`src/hw/rtl/mxr_pkg.sv`:
```
// Shared types and constants for the 3D mesh XYZ route link generator.
// Holds widths, register indexes, controller states and the command and
// status structs passed between controller and datapath. No dependencies.
package mxr_pkg;

	// Fixed field widths
	localparam int NODE_W      = 12;
	localparam int LINK_W      = 14;
	localparam int CFG_W       = 5;
	localparam int CFG_IDX_W   = 2;
	localparam int DEF_MAX_DIM = 16;

	// Divider iteration counter (one quotient bit per cycle over a node index)
	localparam int CNT_W = $clog2(NODE_W);

	// Extent register reset value
	localparam logic [CFG_W-1:0] DIM_RST = 5'd16;

	// Configuration register indexes
	localparam logic [CFG_IDX_W-1:0] REG_DIM_X = 2'd0;
	localparam logic [CFG_IDX_W-1:0] REG_DIM_Y = 2'd1;
	localparam logic [CFG_IDX_W-1:0] REG_DIM_Z = 2'd2;

	typedef enum logic [3:0] {
		ST_IDLE,
		ST_PREP1,
		ST_PREP2,
		ST_CHECK,
		ST_DIV1,
		ST_RELOAD,
		ST_DIV2,
		ST_COORD,
		ST_MUL,
		ST_SUM,
		ST_SEL,
		ST_EMIT_X,
		ST_EMIT_Y,
		ST_EMIT_Z,
		ST_EMIT_ONE
	} state_t;

	typedef enum logic [1:0] {
		LEG_NONE,
		LEG_X,
		LEG_Y,
		LEG_Z
	} leg_t;

	// Controller to datapath commands
	typedef struct packed {
		logic capture;
		logic prep1;
		logic prep2;
		logic check;
		logic div_load;
		logic div_second;
		logic div_step;
		logic coord_x;
		logic coord_yz;
		logic mul;
		logic sum;
		leg_t leg;
		logic advance;
	} dp_cmd_t;

	// Datapath to controller status
	typedef struct packed {
		logic bad_node;
		logic same_node;
		logic nx_zero;
		logic ny_zero;
		logic nz_zero;
		logic rem_one;
	} dp_sts_t;

endpackage

```
`src/hw/rtl/mxr_div.sv`:
```
// Restoring divider lane: one quotient bit per cycle while step is high.
// Used by mxr_dp to split node indices into mesh coordinates. Needs mxr_pkg.
module mxr_div #(
	parameter int NW = mxr_pkg::NODE_W,
	parameter int DW = 5
) (
	input  logic          clk,
	input  logic          load,
	input  logic [NW-1:0] load_val,
	input  logic          step,
	input  logic [DW-1:0] divisor,
	output logic [NW-1:0] quo,
	output logic [DW-1:0] rem
);
	import mxr_pkg::*;

	logic [NW-1:0] quo_q;
	logic [DW-1:0] rem_q;
	logic [DW:0]   trial;
	logic          fits;

	// Shift in the next dividend bit and try a subtract
	always_comb begin
		trial = {rem_q, quo_q[NW-1]};
		fits  = trial >= {1'b0, divisor};
	end

	always_ff @(posedge clk) begin
		if (load) begin
			quo_q <= load_val;
			rem_q <= '0;
		end else if (step) begin
			quo_q <= {quo_q[NW-2:0], fits};
			rem_q <= fits ? DW'(trial - {1'b0, divisor}) : DW'(trial);
		end
	end

	assign quo = quo_q;
	assign rem = rem_q;

endmodule

```
`src/hw/rtl/mxr_dp.sv`:
```
// Datapath: extent registers, node decomposition, leg start computation
// and the link counter. Depends on mxr_pkg and mxr_div.
module mxr_dp #(
	parameter int MAX_DIM = mxr_pkg::DEF_MAX_DIM
) (
	input  logic                          clk,
	input  logic                          arst_n,
	input  logic                          cfg_we,
	input  logic [mxr_pkg::CFG_IDX_W-1:0] cfg_index,
	input  logic [mxr_pkg::CFG_W-1:0]     cfg_data,
	input  logic [mxr_pkg::NODE_W-1:0]    source_node,
	input  logic [mxr_pkg::NODE_W-1:0]    dest_node,
	input  mxr_pkg::dp_cmd_t              cmd,
	output mxr_pkg::dp_sts_t              sts,
	output logic [mxr_pkg::LINK_W-1:0]    link_index,
	output logic                          empty_route,
	output logic                          node_error
);
	import mxr_pkg::*;

	localparam int DW  = $clog2(MAX_DIM + 1);
	localparam int CW  = $clog2(MAX_DIM);
	localparam int AW0 = 3 * DW + 2;
	localparam int AW  = (AW0 > LINK_W) ? AW0 : LINK_W;

	// Extent with 0 read as 1 and anything above MAX_DIM read as MAX_DIM
	function automatic logic [DW-1:0] clamp_dim(input logic [CFG_W-1:0] v);
		if (v == '0)
			return DW'(1);
		if (int'(v) > MAX_DIM)
			return DW'(MAX_DIM);
		return DW'(v);
	endfunction

	logic [DW-1:0]     dim_x_q, dim_y_q, dim_z_q;
	logic [NODE_W-1:0] s_q, d_q;
	logic [AW-1:0]     plane_q, a_q, b_q, nodes_q, ybase_q, zbase_q;
	logic [DW-1:0]     div_q;
	logic [CW-1:0]     x0_q, x1_q, y0_q, y1_q, z0_q, z1_q;
	logic [AW-1:0]     mx1_q, mx2_q, my1_q, my2_q, mz1_q, mz2_q;
	logic [CW-1:0]     nx_q, ny_q, nz_q;
	logic [AW-1:0]     xs_q, ys_q, zs_q;
	logic [AW-1:0]     link_q, step_q;
	logic [CW-1:0]     rem_q;
	logic              empty_q, err_q;

	logic [NODE_W-1:0] quo_s, quo_d;
	logic [DW-1:0]     rem_s, rem_d;
	logic [CW-1:0]     xlo, xhi, ylo, yhi, zlo, zhi;

	// Extent registers
	always_ff @(posedge clk or negedge arst_n) begin
		if (!arst_n) begin
			dim_x_q <= clamp_dim(DIM_RST);
			dim_y_q <= clamp_dim(DIM_RST);
			dim_z_q <= clamp_dim(DIM_RST);
		end else if (cfg_we) begin
			case (cfg_index)
				REG_DIM_X: dim_x_q <= clamp_dim(cfg_data);
				REG_DIM_Y: dim_y_q <= clamp_dim(cfg_data);
				REG_DIM_Z: dim_z_q <= clamp_dim(cfg_data);
				default: ;
			endcase
		end
	end

	// Two divider lanes, source and destination in step
	mxr_div #(.NW(NODE_W), .DW(DW)) u_div_s (
		.clk      (clk),
		.load     (cmd.div_load),
		.load_val (cmd.div_second ? quo_s : s_q),
		.step     (cmd.div_step),
		.divisor  (div_q),
		.quo      (quo_s),
		.rem      (rem_s)
	);

	mxr_div #(.NW(NODE_W), .DW(DW)) u_div_d (
		.clk      (clk),
		.load     (cmd.div_load),
		.load_val (cmd.div_second ? quo_d : d_q),
		.step     (cmd.div_step),
		.divisor  (div_q),
		.quo      (quo_d),
		.rem      (rem_d)
	);

	// Leg bounds
	always_comb begin
		xlo = (x0_q < x1_q) ? x0_q : x1_q;
		xhi = (x0_q < x1_q) ? x1_q : x0_q;
		ylo = (y0_q < y1_q) ? y0_q : y1_q;
		yhi = (y0_q < y1_q) ? y1_q : y0_q;
		zlo = (z0_q < z1_q) ? z0_q : z1_q;
		zhi = (z0_q < z1_q) ? z1_q : z0_q;
	end

	// Per-route arithmetic, one step per command
	always_ff @(posedge clk) begin
		if (cmd.capture) begin
			s_q <= source_node;
			d_q <= dest_node;
		end
		// mesh sizes
		if (cmd.prep1) begin
			plane_q <= AW'(dim_x_q) * AW'(dim_y_q);
			a_q     <= AW'(dim_y_q) * AW'(dim_x_q - DW'(1));
			b_q     <= AW'(dim_x_q) * AW'(dim_y_q - DW'(1));
		end
		if (cmd.prep2) begin
			nodes_q <= plane_q * AW'(dim_z_q);
			ybase_q <= a_q * AW'(dim_z_q);
			zbase_q <= (a_q + b_q) * AW'(dim_z_q);
		end
		if (cmd.check) begin
			err_q   <= sts.bad_node;
			empty_q <= !sts.bad_node && sts.same_node;
			link_q  <= '0;
		end
		if (cmd.div_load)
			div_q <= cmd.div_second ? dim_y_q : dim_x_q;
		// coordinates
		if (cmd.coord_x) begin
			x0_q <= CW'(rem_s);
			x1_q <= CW'(rem_d);
		end
		if (cmd.coord_yz) begin
			y0_q <= CW'(rem_s);
			y1_q <= CW'(rem_d);
			z0_q <= CW'(quo_s);
			z1_q <= CW'(quo_d);
		end
		// leg start products and counts
		if (cmd.mul) begin
			mx1_q <= AW'(y0_q) * AW'(dim_x_q - DW'(1));
			mx2_q <= AW'(z0_q) * a_q;
			my1_q <= AW'(ylo) * AW'(dim_x_q);
			my2_q <= AW'(z0_q) * b_q;
			mz1_q <= AW'(y1_q) * AW'(dim_x_q);
			mz2_q <= AW'(zlo) * plane_q;
			nx_q  <= xhi - xlo;
			ny_q  <= yhi - ylo;
			nz_q  <= zhi - zlo;
		end
		if (cmd.sum) begin
			xs_q <= AW'(xlo) + mx1_q + mx2_q;
			ys_q <= ybase_q + AW'(x1_q) + my1_q + my2_q;
			zs_q <= zbase_q + AW'(x1_q) + mz1_q + mz2_q;
		end
		// link counter
		case (cmd.leg)
			LEG_X: begin
				link_q <= xs_q;
				step_q <= AW'(1);
				rem_q  <= nx_q;
			end
			LEG_Y: begin
				link_q <= ys_q;
				step_q <= AW'(dim_x_q);
				rem_q  <= ny_q;
			end
			LEG_Z: begin
				link_q <= zs_q;
				step_q <= plane_q;
				rem_q  <= nz_q;
			end
			default: begin
				if (cmd.advance) begin
					link_q <= link_q + step_q;
					rem_q  <= rem_q - CW'(1);
				end
			end
		endcase
	end

	// Status back to the controller
	always_comb begin
		sts.bad_node  = (AW'(s_q) >= nodes_q) || (AW'(d_q) >= nodes_q);
		sts.same_node = s_q == d_q;
		sts.nx_zero   = nx_q == '0;
		sts.ny_zero   = ny_q == '0;
		sts.nz_zero   = nz_q == '0;
		sts.rem_one   = rem_q == CW'(1);
	end

	assign link_index  = link_q[LINK_W-1:0];
	assign empty_route = empty_q;
	assign node_error  = err_q;

endmodule

```
`src/hw/rtl/mxr_ctrl.sv`:
```
// Controller state machine: sequences set-up, division and link emission.
// Drives datapath commands, reads its status. Depends on mxr_pkg.
module mxr_ctrl (
	input  logic             clk,
	input  logic             arst_n,
	input  logic             req_valid,
	output logic             req_stall,
	output logic             link_valid,
	input  logic             link_stall,
	output logic             last,
	input  mxr_pkg::dp_sts_t sts,
	output mxr_pkg::dp_cmd_t cmd
);
	import mxr_pkg::*;

	state_t           state_q, state_d;
	logic [CNT_W-1:0] cnt_q;
	logic             cnt_last;
	logic             out_take;

	assign cnt_last = cnt_q == CNT_W'(NODE_W - 1);
	assign out_take = link_valid && !link_stall;

	// State register and divider bit counter
	always_ff @(posedge clk or negedge arst_n) begin
		if (!arst_n) begin
			state_q <= ST_IDLE;
			cnt_q   <= '0;
		end else begin
			state_q <= state_d;
			if ((state_q == ST_DIV1 || state_q == ST_DIV2) && !cnt_last)
				cnt_q <= cnt_q + CNT_W'(1);
			else
				cnt_q <= '0;
		end
	end

	// Next state and commands
	always_comb begin
		state_d = state_q;
		cmd     = '0;
		case (state_q)
			ST_IDLE: begin
				if (req_valid) begin
					cmd.capture = 1'b1;
					state_d     = ST_PREP1;
				end
			end
			ST_PREP1: begin
				cmd.prep1 = 1'b1;
				state_d   = ST_PREP2;
			end
			ST_PREP2: begin
				cmd.prep2 = 1'b1;
				state_d   = ST_CHECK;
			end
			ST_CHECK: begin
				cmd.check    = 1'b1;
				cmd.div_load = 1'b1;
				state_d      = (sts.bad_node || sts.same_node) ? ST_EMIT_ONE : ST_DIV1;
			end
			ST_DIV1: begin
				cmd.div_step = 1'b1;
				if (cnt_last)
					state_d = ST_RELOAD;
			end
			ST_RELOAD: begin
				cmd.coord_x    = 1'b1;
				cmd.div_load   = 1'b1;
				cmd.div_second = 1'b1;
				state_d        = ST_DIV2;
			end
			ST_DIV2: begin
				cmd.div_step = 1'b1;
				if (cnt_last)
					state_d = ST_COORD;
			end
			ST_COORD: begin
				cmd.coord_yz = 1'b1;
				state_d      = ST_MUL;
			end
			ST_MUL: begin
				cmd.mul = 1'b1;
				state_d = ST_SUM;
			end
			ST_SUM: begin
				cmd.sum = 1'b1;
				state_d = ST_SEL;
			end
			// first leg that has links
			ST_SEL: begin
				if (!sts.nx_zero) begin
					cmd.leg = LEG_X;
					state_d = ST_EMIT_X;
				end else if (!sts.ny_zero) begin
					cmd.leg = LEG_Y;
					state_d = ST_EMIT_Y;
				end else begin
					cmd.leg = LEG_Z;
					state_d = ST_EMIT_Z;
				end
			end
			ST_EMIT_X: begin
				if (out_take) begin
					if (!sts.rem_one) begin
						cmd.advance = 1'b1;
					end else if (!sts.ny_zero) begin
						cmd.leg = LEG_Y;
						state_d = ST_EMIT_Y;
					end else if (!sts.nz_zero) begin
						cmd.leg = LEG_Z;
						state_d = ST_EMIT_Z;
					end else begin
						state_d = ST_IDLE;
					end
				end
			end
			ST_EMIT_Y: begin
				if (out_take) begin
					if (!sts.rem_one) begin
						cmd.advance = 1'b1;
					end else if (!sts.nz_zero) begin
						cmd.leg = LEG_Z;
						state_d = ST_EMIT_Z;
					end else begin
						state_d = ST_IDLE;
					end
				end
			end
			ST_EMIT_Z: begin
				if (out_take) begin
					if (!sts.rem_one)
						cmd.advance = 1'b1;
					else
						state_d = ST_IDLE;
				end
			end
			ST_EMIT_ONE: begin
				if (out_take)
					state_d = ST_IDLE;
			end
			default: state_d = ST_IDLE;
		endcase
	end

	// Handshake and last-word flag
	always_comb begin
		req_stall  = state_q != ST_IDLE;
		link_valid = state_q inside {ST_EMIT_X, ST_EMIT_Y, ST_EMIT_Z, ST_EMIT_ONE};
		case (state_q)
			ST_EMIT_X:   last = sts.rem_one && sts.ny_zero && sts.nz_zero;
			ST_EMIT_Y:   last = sts.rem_one && sts.nz_zero;
			ST_EMIT_Z:   last = sts.rem_one;
			ST_EMIT_ONE: last = 1'b1;
			default:     last = 1'b0;
		endcase
	end

endmodule

```
`src/hw/rtl/mesh_xyz_route_link_generator.sv`:
```
// Top level of the 3D mesh XYZ route link generator.
// Joins the controller (mxr_ctrl) and the datapath (mxr_dp). Needs mxr_pkg.
//
// Usage:
//   Request channel (req_valid/req_stall) takes one word: source_node and
//   dest_node. Link channel (link_valid/link_stall) returns the route's
//   links one word each in X, then Y, then Z order, last set on the final
//   word. An out-of-mesh node gives a single word with node_error set; equal
//   nodes give a single word with empty_route set.
//   Extents are written through cfg_we/cfg_index/cfg_data while idle.
// Sequence:
//   A route with links is set up by two 12-step passes of the restoring
//   dividers that split both node indices into coordinates (source and
//   destination lanes run side by side). The next request is taken once
//   the block is back in idle after the last word. Error and empty routes
//   skip the divider passes and give their word after the range check.
// Reset: arst_n clears the controller to idle and sets all extents to 16
//   (capped at MAX_DIM). While the receiver stalls, the current word holds
//   and the request side stays stalled.
module mesh_xyz_route_link_generator #(
	parameter int MAX_DIM = mxr_pkg::DEF_MAX_DIM
) (
	input  logic                          clk,
	input  logic                          arst_n,
	input  logic                          cfg_we,
	input  logic [mxr_pkg::CFG_IDX_W-1:0] cfg_index,
	input  logic [mxr_pkg::CFG_W-1:0]     cfg_data,
	input  logic                          req_valid,
	output logic                          req_stall,
	input  logic [mxr_pkg::NODE_W-1:0]    source_node,
	input  logic [mxr_pkg::NODE_W-1:0]    dest_node,
	output logic                          link_valid,
	input  logic                          link_stall,
	output logic [mxr_pkg::LINK_W-1:0]    link_index,
	output logic                          last,
	output logic                          empty_route,
	output logic                          node_error
);
	import mxr_pkg::*;

	dp_cmd_t cmd;
	dp_sts_t sts;

	// Sequencer
	mxr_ctrl u_ctrl (
		.clk        (clk),
		.arst_n     (arst_n),
		.req_valid  (req_valid),
		.req_stall  (req_stall),
		.link_valid (link_valid),
		.link_stall (link_stall),
		.last       (last),
		.sts        (sts),
		.cmd        (cmd)
	);

	// Arithmetic and link counter
	mxr_dp #(.MAX_DIM(MAX_DIM)) u_dp (
		.clk         (clk),
		.arst_n      (arst_n),
		.cfg_we      (cfg_we),
		.cfg_index   (cfg_index),
		.cfg_data    (cfg_data),
		.source_node (source_node),
		.dest_node   (dest_node),
		.cmd         (cmd),
		.sts         (sts),
		.link_index  (link_index),
		.empty_route (empty_route),
		.node_error  (node_error)
	);

endmodule

```
`config.mk`:
```
export PLATFORM = sky130hd
export DESIGN_NAME = mesh_xyz_route_link_generator
export DESIGN_NICKNAME = d
export VERILOG_FILES = /design/src/hw/rtl/mxr_pkg.sv /design/src/hw/rtl/mxr_div.sv /design/src/hw/rtl/mxr_dp.sv /design/src/hw/rtl/mxr_ctrl.sv /design/src/hw/rtl/mesh_xyz_route_link_generator.sv
export SDC_FILE = /design/constraint.sdc
export NUM_CORES = 2
export LEC_CHECK = 0
export BUFFER_PORTS_ARGS = -buffer_cell sky130_fd_sc_hd__buf_2
export CORE_MARGIN = 1.5
export CORE_UTILIZATION = 50
export DETAILED_ROUTE_END_ITERATION = 16
export PLACE_DENSITY = 0.73
export SYNTH_ARGS = -nofsm -noshare
export SYNTH_HDL_FRONTEND = slang
export SYNTH_SLANG_ARGS = --single-unit
```
`constraint.sdc`:
```
create_clock -name clk -period 11.52 [get_ports clk]
set_input_delay 0 -clock clk [delete_from_list [all_inputs] [get_ports clk]]
set_output_delay 0 -clock clk [all_outputs]
set_load 0.01 [all_outputs]
```
==> summary.md <==
| Metric | Value |
|---|---|
| Dpl ws | `5.63 ns` |
| Crit. End Element | `flip-flop` |
| Commonest cells post-synth | `inv_1, nand2_1, ha_1` |
| Area grow syn2layout | `9.64%` |
| CTS tree | `built` |
| Logic gate share of total power | `0.556` |
| EDFF count, synth | `316` |
| Max-cap violation count | `0` |
| Most frequent cell after synthesis | `inv_1` |
| Final hold violations | `0` |
| Crit-path most repeated cell | `a21oi_1` |
| Required time of the critical path | `11.85 ns` |
| Final instance area | `33500 um2` |
| Vias | `21200` |
| Clock Latency Late Sink | `0.59 ns` |
| Routability congestion estimate | `0.937` |
| Site Rows | `90` |
| Worst stage delay on the critical path | `1.02 ns` |
| Worst-path clk slew | `0.06 ns` |
| Max reg flops | `15` |
| Seq pwr share | `0.281` |
| Sw Share | `0.430` |
| First-pass GRT wire length | `115 mm` |
| RSZ-0062 raised after global routing | `false` |
| Final worst path period need | `6.00 ns` |
| Worst-margin pin slew | `1.21 ns` |
| Seq/Total Area, Yosys | `0.336` |
| Die Ht | `250 um` |
| Synth Instances | `2951` |
| Max clock buf depth | `3` |
| Maximum clock rate | `167 MHz` |
| Largest net degree at the start of global routing | `76` |
| Final Max Tran Viols | `0` |
| CTS Sinks | `349` |
| Period utilisation layout | `0.521` |
| Crit Path Category | `flip-flop to flip-flop` |
| Yosys top cell area share | `0.310` |
| Share of post-route cells with drive strength above 1 | `0.0583` |
| Final global-route overflow total | `0` |
| Crit path cell chain | `ha_1 > a21oi_2 > mux2i_1 > nand2b_1 > fa_1 > fa_1 > inv_1 > fa_1 > a21o_1 > a21oi_1 > o21bai_1 > a21oi_1 > o21bai_1 > a21oi_1 > o21bai_1 > a21oi_1 > xnor2_1` |
| DIE WIDTH | `250 um` |
| Fin Clk Skew | `0.0320 ns` |
| Synth cell types | `69` |
| Setup slack after layout | `5.52 ns` |
| FFs w/ async S/R, synth | `0.0659` |
| CORE AREA | `60400 um2` |
| Synthesized net count | `3589` |
| Leak | `15.3 nW` |
| Relative slew slack | `0.191` |
| Post-DP Area | `31700 um2` |
| Synth Flop Type | `edfxtp_1` |
| Via density | `5.52` |
| Clk root buf | `clkbuf_16` |
| DPL Wire Length | `55.9 mm` |
| CTS H-tree lvls | `2` |
| Max VDD drop | `0.182 mV` |
| Drt total wl | `71.7 mm` |
| I/O pin count | `55` |
| Synthesized cell area | `30600 um2` |
| Multi-input gate area | `18500 um2` |
| Initial DRC count | `1547` |
| Yosys Warn Count | `0` |
| Outcome | `finished clean` |
| Die ar. | `62600 um2` |
| Post-route DRC | `0` |
| Part of the power in the clock network | `0.163` |
| Hold WC Path Type | `primary input to async pin` |
| Yosys reg bits | `349` |
| Critical path's slowest cell | `edfxtp_1` |
| CTS buffer count | `41` |
| # fillers | `5096` |
| Cell Int Power | `4.87 mW` |
| Final setup TNS | `0 ns` |
| IO Port Bufs | `54` |
| Ranking of synthesized cells by area | `edfxtp_1, fa_1, ha_1` |
| Max FO, Critical Path | `24` |
| Setup violators final | `0` |
| Gr usage total | `0.234` |
| Starting Density | `0.506` |
| P_sw | `3.67 mW` |
| WL per Instance | `18.7 um` |
| Final cell utilization of the core | `0.555` |
| Synth area leader | `edfxtp_1` |
| Mapped Avg Cell Area | `10.4 um2` |
| Cell Pwr Density | `255 nW/um2` |
| Register Area | `10300 um2` |
| Largest Register | `u_dp.nodes_q` |
| Hold Slack | `0.111 ns` |
| CP startpoint kind | `flip-flop` |
| Worst Path Arrival | `6.34 ns` |
| First-pass DRT Iterations | `6` |
| Nets | `3661` |
| ANT nets after route | `0` |
| Initial antenna violation count | `0` |
| Vias in the first global route | `21800` |
## per-stage QoR
step	cells	total power, mW
floorplan	2951	5.83
global placement	3724	6.96
finish	3838	8.54
detailed placement	3724	7.12
global route	3837	9.27
CTS	3837	8.58
## cell type report
type                    instances  area share
multi-input cells            2122       0.553
flip-flops and latches        349       0.306
inverters                     395      0.0442
clock buffers                  47      0.0319
well taps                     782      0.0292
repair buffers                114      0.0246
clock inverters                28      0.0108
diodes                          1   0.0000747
## cell usage in the layout (no fill, tap or decap), types with 8 or more instances in the layout
| cell | Yosys | final |
|---|---|---|
| a222oi_1 | 18 | 18 |
| ha_1 | 346 | 346 |
| nor2b_1 | 54 | 54 |
| nand3_1 | 31 | 31 |
| inv_1 | 391 | 391 |
| a21oi_1 | 131 | 131 |
| xnor2_1 | 162 | 162 |
| and2_1 | 193 | 193 |
| fa_1 | 256 | 256 |
| a31oi_1 | 10 | 10 |
| clkbuf_16 | 0 | 42 |
| nand2_1 | 359 | 359 |
| nand2b_1 | 28 | 28 |
| dfrtp_1 | 20 | 20 |
| a211oi_1 | 10 | 10 |
| buf_4 | 0 | 22 |
| and3_1 | 8 | 8 |
| edfxtp_1 | 316 | 316 |
| o22ai_1 | 12 | 12 |
| nor2_1 | 120 | 117 |
| buf_2 | 1 | 54 |
| clkinv_2 | 0 | 10 |
| or2_2 | 9 | 9 |
| mux2_2 | 8 | 8 |
| dlygate4sd3_1 | 0 | 37 |
| o21ai_1 | 24 | 24 |
| mux2i_1 | 11 | 11 |
| xor2_1 | 53 | 53 |
| o21bai_1 | 50 | 50 |
| nand4_1 | 8 | 8 |
| nor3_1 | 26 | 25 |
| a21o_1 | 42 | 42 |
| o2111ai_1 | 10 | 10 |
| o21ai_0 | 43 | 42 |
| dfxtp_1 | 10 | 10 |
| o21a_1 | 14 | 14 |
## timing repair
item,CTS,global route
resized for setup,0,0
endpoints found under the setup margin,0,0
endpoints found under the hold margin,63,0
buffers inserted,0,0
hold buffers,38,0
## final timing paths
check | from | to | slack (ns) | depth (start not counted)
min in group clk | source_node[2] | u_dp.s_q[2] | 0.13 | 2
max | u_dp.z0_q[3] | u_dp.mz2_q[12] | 5.52 | 17
max reg2reg | u_dp.z0_q[3] | u_dp.mz2_q[12] | 5.52 | 17
min reg2reg | u_dp.u_div_d.rem[4] | u_dp.u_div_d.rem[4] | 0.46 | 2
min | arst_n | u_dp.dim_y_q[4] | 0.11 | 2
max in group asynchronous | arst_n | u_ctrl.cnt_q[0] | 11.23 | 3
## power by group through the flow
stage	clock network, mW	registers [mW]	logic (mW)
floorplan	0	2.26	3.57
global placement	0	2.40	4.55
detailed placement	0	2.42	4.70
CTS	1.42	2.40	4.77
global route	1.46	2.44	5.37
finish	1.39	2.40	4.75
## critical path: cells and delay by family (launching register included)
| family | cells | cell delay, ns |
|---|---|---|
| xor+xnor | 1 | 0.08 |
| flops | 1 | 1.02 |
| simple gates | 1 | 0.22 |
| compound gates | 9 | 1.77 |
| mux | 1 | 0.82 |
| buf+inv | 1 | 0.07 |
| fa+ha+maj | 4 | 1.75 |
## layer usage
metal  up-vias  part of all wire  track usage
met5         -                 0            0
met4         0             0.025       0.0635
met3        98             0.059       0.0379
met2       522              0.48        0.392
met1     10500              0.44        0.315
li1      10000                 -            -
## cells by family (layout without fill, tap and decap cells)
group,Yosys count,in the layout,synth area share
AND/OR/NAND/NOR,865,865,0.136
adder cells (fa/ha/maj),602,602,0.309
buffers and inverters,480,584,0.0590
AO/OA/AOI/OAI,420,420,0.0904
flip-flops,349,349,0.336
XOR/XNOR,216,216,0.0623
multiplexers,19,19,0.00655
other,0,1,0
No activity file was read; power rests on OpenSTA's default activity.
